[config.mk]
export PLATFORM = sky130hd
export DESIGN_NAME = rgb_to_hsv_converter_core
export DESIGN_NICKNAME = d
export VERILOG_FILES = /design/src/hdl/rgbhsv_pkg.sv /design/src/hdl/rgbhsv_div_stage.sv /design/src/hdl/rgb_to_hsv_converter_core.sv
export SDC_FILE = /design/constraint.sdc
export NUM_CORES = 1
export LEC_CHECK = 0
export ABC_AREA = 1
export BUFFER_PORTS_ARGS = -buffer_cell sky130_fd_sc_hd__buf_2
export CAP_MARGIN = 20
export CORE_MARGIN = 2
export CORE_UTILIZATION = 30
export CTS_CLUSTER_SIZE = 8
export DETAILED_ROUTE_END_ITERATION = 12
export MAX_ROUTING_LAYER = met4
export PLACE_DENSITY = 0.5
export SETUP_SLACK_MARGIN = 0.05
export SYNTH_ARGS = -nofsm -noshare
export SYNTH_HDL_FRONTEND = slang
export SYNTH_SLANG_ARGS = --single-unit
[constraint.sdc]
create_clock -name i_clk -period 9.77 [get_ports i_clk]
set_clock_uncertainty 0.15 [all_clocks]
set_input_delay 1.954 -clock i_clk [delete_from_list [all_inputs] [get_ports i_clk]]
set_output_delay 1.954 -clock i_clk [all_outputs]
set_load 0.02 [all_outputs]
[src/hdl/rgbhsv_pkg.sv]
// shared constants and types for the rgb to hsv converter
// no dependencies; used by rgbhsv_div_stage and rgb_to_hsv_converter_core
package rgbhsv_pkg;

    // pixel and result formats
    localparam int PIX_BITS      = 8;
    localparam int HUE_BITS      = 16;
    localparam int SAT_FRAC_BITS = 16;

    // hue divisor is 6*d with d up to 255, needs 11 bits
    localparam int HUE_DIV_BITS  = PIX_BITS + 3;

    // divider pipeline shape: a few quotient bits per register stage
    localparam int STEPS_PER_STAGE = 4;
    localparam int DIV_STEPS  = (HUE_BITS > SAT_FRAC_BITS) ? HUE_BITS : SAT_FRAC_BITS;
    localparam int NUM_STAGES = (DIV_STEPS + STEPS_PER_STAGE - 1) / STEPS_PER_STAGE;
    localparam int QUO_BITS   = NUM_STAGES * STEPS_PER_STAGE;

    // saturation of exactly 1.0
    localparam logic [SAT_FRAC_BITS:0] SAT_ONE = (SAT_FRAC_BITS + 1)'(1) << SAT_FRAC_BITS;

    // partial state of both divisions as it moves down the pipeline
    typedef struct packed {
        logic [PIX_BITS-1:0]     s_rem;
        logic [PIX_BITS-1:0]     s_div;
        logic [QUO_BITS:0]       s_quo;
        logic [HUE_DIV_BITS-1:0] h_rem;
        logic [HUE_DIV_BITS-1:0] h_div;
        logic [QUO_BITS-1:0]     h_quo;
        logic [PIX_BITS-1:0]     val;
    } t_div;

endpackage

[src/hdl/rgbhsv_div_stage.sv]
// one register stage of the saturation and hue dividers
// retires STEPS_PER_STAGE quotient bits of each division; uses rgbhsv_pkg
module rgbhsv_div_stage (
    input  logic              i_clk,
    input  logic              i_rst_n,
    input  logic              i_valid,
    input  rgbhsv_pkg::t_div  i_data,
    output logic              o_ready,
    output logic              o_valid,
    output rgbhsv_pkg::t_div  o_data,
    input  logic              i_ready
);

    logic             r_valid;
    rgbhsv_pkg::t_div r_data;
    rgbhsv_pkg::t_div n_data;
    logic             w_en;

    // stage loads when empty or when its beat moves on
    assign w_en    = !r_valid || i_ready;
    assign o_ready = w_en;
    assign o_valid = r_valid;
    assign o_data  = r_data;

    // restoring division steps, both dividers side by side
    always_comb begin
        rgbhsv_pkg::t_div               v;
        logic [rgbhsv_pkg::PIX_BITS:0]     s2;
        logic [rgbhsv_pkg::HUE_DIV_BITS:0] h2;
        v  = i_data;
        s2 = '0;
        h2 = '0;
        for (int j = 0; j < rgbhsv_pkg::STEPS_PER_STAGE; j++) begin
            // saturation: remainder stays below the divisor
            s2 = {v.s_rem, 1'b0};
            if (s2 >= {1'b0, v.s_div}) begin
                s2      = s2 - {1'b0, v.s_div};
                v.s_quo = {v.s_quo[rgbhsv_pkg::QUO_BITS-1:0], 1'b1};
            end else begin
                v.s_quo = {v.s_quo[rgbhsv_pkg::QUO_BITS-1:0], 1'b0};
            end
            v.s_rem = s2[rgbhsv_pkg::PIX_BITS-1:0];
            // hue
            h2 = {v.h_rem, 1'b0};
            if (h2 >= {1'b0, v.h_div}) begin
                h2      = h2 - {1'b0, v.h_div};
                v.h_quo = {v.h_quo[rgbhsv_pkg::QUO_BITS-2:0], 1'b1};
            end else begin
                v.h_quo = {v.h_quo[rgbhsv_pkg::QUO_BITS-2:0], 1'b0};
            end
            v.h_rem = h2[rgbhsv_pkg::HUE_DIV_BITS-1:0];
        end
        n_data = v;
    end

    // valid bit
    always_ff @(posedge i_clk) begin
        if (!i_rst_n) begin
            r_valid <= 1'b0;
        end else if (w_en) begin
            r_valid <= i_valid;
        end
    end

    // payload
    always_ff @(posedge i_clk) begin
        if (w_en) begin
            r_data <= n_data;
        end
    end

endmodule

[src/hdl/rgb_to_hsv_converter_core.sv]
// rgb to hsv converter top level: max/min front stage and pipelined dividers
// depends on rgbhsv_pkg and rgbhsv_div_stage
//
// channel  direction  handshake                 payload
// pixel    in         i_in_valid / o_in_ready   i_red, i_green, i_blue
// hsv      out        o_out_valid / i_out_ready o_hue, o_saturation, o_brightness
//
// one pixel per clock sustained while the output is not stalled; the pipe is
// one front stage plus the divider chain, each stage of which retires four
// quotient bits of both divisions.
// reset clears only the valid bits; stage payloads are not reset.
// every stage holds its beat while the next one is full and stalled, and
// empty stages fill up, so o_in_ready drops only when the whole pipe is full
// and the output beat is not taken.
module rgb_to_hsv_converter_core (
    input  logic                                i_clk,
    input  logic                                i_rst_n,
    input  logic                                i_in_valid,
    output logic                                o_in_ready,
    input  logic [rgbhsv_pkg::PIX_BITS-1:0]     i_red,
    input  logic [rgbhsv_pkg::PIX_BITS-1:0]     i_green,
    input  logic [rgbhsv_pkg::PIX_BITS-1:0]     i_blue,
    output logic                                o_out_valid,
    input  logic                                i_out_ready,
    output logic [rgbhsv_pkg::HUE_BITS-1:0]     o_hue,
    output logic [rgbhsv_pkg::SAT_FRAC_BITS:0]  o_saturation,
    output logic [rgbhsv_pkg::PIX_BITS-1:0]     o_brightness
);

    logic             r_front_valid;
    rgbhsv_pkg::t_div r_front;
    rgbhsv_pkg::t_div n_front;
    logic             w_front_en;

    logic             w_valid [0:rgbhsv_pkg::NUM_STAGES];
    logic             w_ready [0:rgbhsv_pkg::NUM_STAGES];
    rgbhsv_pkg::t_div w_data  [0:rgbhsv_pkg::NUM_STAGES];

    // front stage: max, min, sector numerator and divisors
    always_comb begin
        logic [rgbhsv_pkg::PIX_BITS-1:0]     hi;
        logic [rgbhsv_pkg::PIX_BITS-1:0]     lo;
        logic [rgbhsv_pkg::PIX_BITS-1:0]     d;
        logic                                red_top;
        logic                                grn_top;
        logic                                q0;
        logic [rgbhsv_pkg::HUE_DIV_BITS-1:0] r11;
        logic [rgbhsv_pkg::HUE_DIV_BITS-1:0] g11;
        logic [rgbhsv_pkg::HUE_DIV_BITS-1:0] b11;
        logic [rgbhsv_pkg::HUE_DIV_BITS-1:0] d11;
        logic [rgbhsv_pkg::HUE_DIV_BITS-1:0] num;
        // red wins ties, then green
        red_top = (i_red >= i_green) && (i_red >= i_blue);
        grn_top = !red_top && (i_green >= i_blue);
        if (red_top) begin
            hi = i_red;
        end else if (grn_top) begin
            hi = i_green;
        end else begin
            hi = i_blue;
        end
        if ((i_red <= i_green) && (i_red <= i_blue)) begin
            lo = i_red;
        end else if (i_green <= i_blue) begin
            lo = i_green;
        end else begin
            lo = i_blue;
        end
        d   = hi - lo;
        r11 = rgbhsv_pkg::HUE_DIV_BITS'(i_red);
        g11 = rgbhsv_pkg::HUE_DIV_BITS'(i_green);
        b11 = rgbhsv_pkg::HUE_DIV_BITS'(i_blue);
        d11 = rgbhsv_pkg::HUE_DIV_BITS'(d);
        // numerator in units of d; modular math, true value lies in [0, 6d)
        if (red_top) begin
            if (i_green >= i_blue) begin
                num = g11 - b11;
            end else begin
                num = (d11 << 2) + (d11 << 1) + g11 - b11;
            end
        end else if (grn_top) begin
            num = (d11 << 1) + b11 - r11;
        end else begin
            num = (d11 << 2) + r11 - g11;
        end
        // integer bit of saturation is set only when min is 0 and max is not
        q0 = (hi != '0) && (lo == '0);

        n_front.s_rem    = q0 ? '0 : d;
        n_front.s_div    = (hi == '0) ? rgbhsv_pkg::PIX_BITS'(1) : hi;
        n_front.s_quo    = '0;
        n_front.s_quo[0] = q0;
        n_front.h_rem    = (d == '0) ? '0 : num;
        n_front.h_div    = (d == '0) ? rgbhsv_pkg::HUE_DIV_BITS'(6)
                                     : (d11 << 2) + (d11 << 1);
        n_front.h_quo    = '0;
        n_front.val      = hi;
    end

    assign w_front_en = !r_front_valid || w_ready[0];
    assign o_in_ready = w_front_en;

    // front valid bit
    always_ff @(posedge i_clk) begin
        if (!i_rst_n) begin
            r_front_valid <= 1'b0;
        end else if (w_front_en) begin
            r_front_valid <= i_in_valid;
        end
    end

    // front payload
    always_ff @(posedge i_clk) begin
        if (w_front_en) begin
            r_front <= n_front;
        end
    end

    // divider chain
    assign w_valid[0]                      = r_front_valid;
    assign w_data[0]                       = r_front;
    assign w_ready[rgbhsv_pkg::NUM_STAGES] = i_out_ready;

    for (genvar k = 0; k < rgbhsv_pkg::NUM_STAGES; k++) begin : g_div
        rgbhsv_div_stage u_stage (
            .i_clk   (i_clk),
            .i_rst_n (i_rst_n),
            .i_valid (w_valid[k]),
            .i_data  (w_data[k]),
            .o_ready (w_ready[k]),
            .o_valid (w_valid[k+1]),
            .o_data  (w_data[k+1]),
            .i_ready (w_ready[k+1])
        );
    end

    // results: drop the extra low quotient bits beyond each field's precision
    assign o_out_valid  = w_valid[rgbhsv_pkg::NUM_STAGES];
    assign o_hue        = w_data[rgbhsv_pkg::NUM_STAGES].h_quo[
                              rgbhsv_pkg::QUO_BITS-1 -: rgbhsv_pkg::HUE_BITS];
    assign o_saturation = w_data[rgbhsv_pkg::NUM_STAGES].s_quo[
                              rgbhsv_pkg::QUO_BITS -: rgbhsv_pkg::SAT_FRAC_BITS+1];
    assign o_brightness = w_data[rgbhsv_pkg::NUM_STAGES].val;

    // saturation never exceeds one
    a_sat_range: assert property (@(posedge i_clk) disable iff (!i_rst_n)
        o_out_valid |-> (o_saturation <= rgbhsv_pkg::SAT_ONE))
        else $error("saturation above 1.0");

    // input stalls only when the whole pipe is blocked at the output
    a_stall_source: assert property (@(posedge i_clk) disable iff (!i_rst_n)
        !o_in_ready |-> (o_out_valid && !i_out_ready))
        else $error("input stalled while output side is free");

    // divisors fed to the chain are never zero
    a_div_nonzero: assert property (@(posedge i_clk) disable iff (!i_rst_n)
        r_front_valid |-> ((r_front.s_div != '0) && (r_front.h_div != '0)))
        else $error("zero divisor entered the divider");

endmodule
==> results.sh <==
export IMPL_min_path_type="reg -> reg"
export IMPL_fp_dieArea_sq_um=90990
export IMPL_placeableCoreArea_sq_um=88100
export IMPL_slowest_stage="nor2_1"
export IMPL_crit_type="reg -> reg"
export IMPL_routedWlPerCell_um=15.48
export IMPL_fin_tns_setup_ns=0
export IMPL_fmax_mhz=117.6
export IMPL_yosys_most_used_dff="edfxtp_1"
export IMPL_ios=71
export IMPL_overflow=0
export IMPL_groute_usage_overall_pct=16.01
export IMPL_cp_arrival_ns=8.66
export IMPL_ys_top_cells_by_area="edfxtp_1, ha_1, nand2_1, inv_1, xor2_1"
export IMPL_post_cts_buffers=0
export IMPL_cts_sinks=275
export IMPL_dpl_hpwl_um=56190
export IMPL_hold_depth=0
export IMPL_area_growth_synth_to_final_pct=10.51
export IMPL_path_clk_slew_ns=0.06
export IMPL_final_hold_violation_count=0
export IMPL_place_congestion=0.8904
export IMPL_die_width_um=301.6
export IMPL_crit_fanout=14
export IMPL_avgSynthCellArea_sq_um=8.128
export IMPL_rsz0062_at_grt="no"
export IMPL_yosys_warnings=0
export IMPL_cts_buffers=42
export IMPL_io_buffers=70
export IMPL_antenna_found_initial=2
export IMPL_fin_area_sq_um=29370
export IMPL_status="complete, no violations"
export IMPL_syn_num_nets=3679
export IMPL_clock_latency_ns=0.57
export IMPL_drv_slew=0
export IMPL_place_area_sq_um=28160
export IMPL_grt_pass1_vias=21120
export IMPL_h_tree_depth=2
export IMPL_drtIter0Drc=1255
export IMPL_yosys_cell_types_count=69
export IMPL_min_period_over_period_pct=87.01
export IMPL_async_reset_ff_share_pct=0
export IMPL_vias_per_cell=4.766
export IMPL_required_ns=9.93
export IMPL_grt_pass1_wl_um=113400
export IMPL_setup_viol_count_final=0
export IMPL_drive_above_1_share_pct=8.012
export IMPL_post_cts_resized=0
export IMPL_ys_seq_elements=275
export IMPL_via_count=21610
export IMPL_finalCriticalPeriod_ns=8.501
export IMPL_slew_headroom_pct=27.65
export IMPL_worst_slew_pin_slew_ns=1.085
export IMPL_final_common_cell="nand2_1"
export IMPL_cts_tree="done"
export IMPL_hold_buffers=0
export IMPL_nNetsFinal=3763
export IMPL_num_antenna_cells=0
export IMPL_reg2reg_depth=43
export IMPL_rows=109
export IMPL_drtPass1Iterations=5
export IMPL_synth_edf_count=270
export IMPL_routed_wl_um=70220
export IMPL_die_h_um=301.6
export IMPL_start_kind="flip-flop"
export IMPL_crit_path_end_kind="flip-flop"
export IMPL_synth_top_area_share_pct=30.51
export IMPL_root_buffer="clkbuf_16"
export IMPL_final_cell_mix="nand2_1, inv_1, ha_1, edfxtp_1, a21oi_1"
export IMPL_synth_seq_area_share_pct=30.88
export IMPL_max_cap_violations=0
export IMPL_cts_buffer_depth=3
export IMPL_ant_nets=0
export IMPL_critical_path_max_stage_delay_ns=0.58
export IMPL_yosysTopAreaCell="edfxtp_1"
export IMPL_critPathMostFrequentCell="nand2_1"
export IMPL_synth_cells=3270
export IMPL_netlist_area_sq_um=26580
export IMPL_drc_errors=0
export IMPL_initial_core_util_pct=30.17
export IMPL_grt_max_degree=71
-- worst max-delay path, delay by kind of cell, from the launching register on --
family                   cells  cell delay, ns
AO/OA/AOI/OAI               14            2.51
adder cells (fa/ha/maj)      4            1.27
buffers and inverters        5            0.62
flip-flops                   1            0.38
AND/OR/NAND/NOR             20            3.31
-- logic make-up after synthesis --
group / after synthesis / share of synthesized area (%)
compound gates: 618 / 13.88
xor+xnor: 227 / 7.480
fa+ha+maj: 381 / 18.95
buf+inv: 469 / 7.273
flops: 275 / 30.88
simple gates: 1300 / 21.53
-- registers in the layout, summed over array words and instances, names as in the netlist --
register               flops
r_front_valid              1
g_div.u_stage.o_valid      4
g_div.u_stage.o_data     224
r_front                   46
-- metal layers --
layer  wire, um  track usage (%)  part of all wire [%]
met1      34830            21.92                    50
met2      31140            24.98                    44
met3       2619            1.909                   3.7
met4       1627            4.161                   2.3
met5          0                -                     0
-- path summary, 6_finish.rpt --
kind	endpoint	slack (ns)	from
setup / recovery	g_div[0].u_stage.o_data[43]	1.27	r_front[31]
hold / removal	g_div[3].u_stage.o_data[14]	0.26	g_div[2].u_stage.o_data[10]
setup reg to reg	g_div[0].u_stage.o_data[43]	1.27	r_front[31]
hold reg to reg	g_div[3].u_stage.o_data[14]	0.26	g_div[2].u_stage.o_data[10]
-- final cells by class --
| class | count | area (sq um) |
|---|---|---|
| timing repair buffer | 81 | 432.9 |
| sequential | 275 | 8208 |
| inverter | 428 | 1620 |
| clock buffer | 53 | 1102 |
| clock inverter | 7 | 110.1 |
| fill | 9375 | 58730 |
| tap | 1165 | 1458 |
| multi-input combinational | 2526 | 16440 |
-- metrics by stage --
stage	hold WS, ns	instances	worst slack (ns)	util [%]
after CTS	0.2570	4535	1.246	33.34
after global placement	0.2506	4475	0.9341	31.96
after global routing	0.2679	4535	0.1817	33.34
final	0.2570	4535	1.269	33.34
after floorplan	0.2503	3270	0.6094	-
after detailed placement	0.2545	4475	0.7926	31.96
-- cell usage after synthesis (all sizes together) (30+ instances only) --
library cell / instances
buf: 35
xor2: 160
nand4: 40
ha: 345
o21bai: 30
a21oi: 267
edfxtp: 270
o21ai: 179
nand2: 768
nand3: 184
xnor2: 67
nor2: 226
fa: 36
inv: 428
nor3: 42
Power is left out: the tool's default activity adds up to more than one toggle a clock period on the data nets, which glitch-free logic cannot reach.
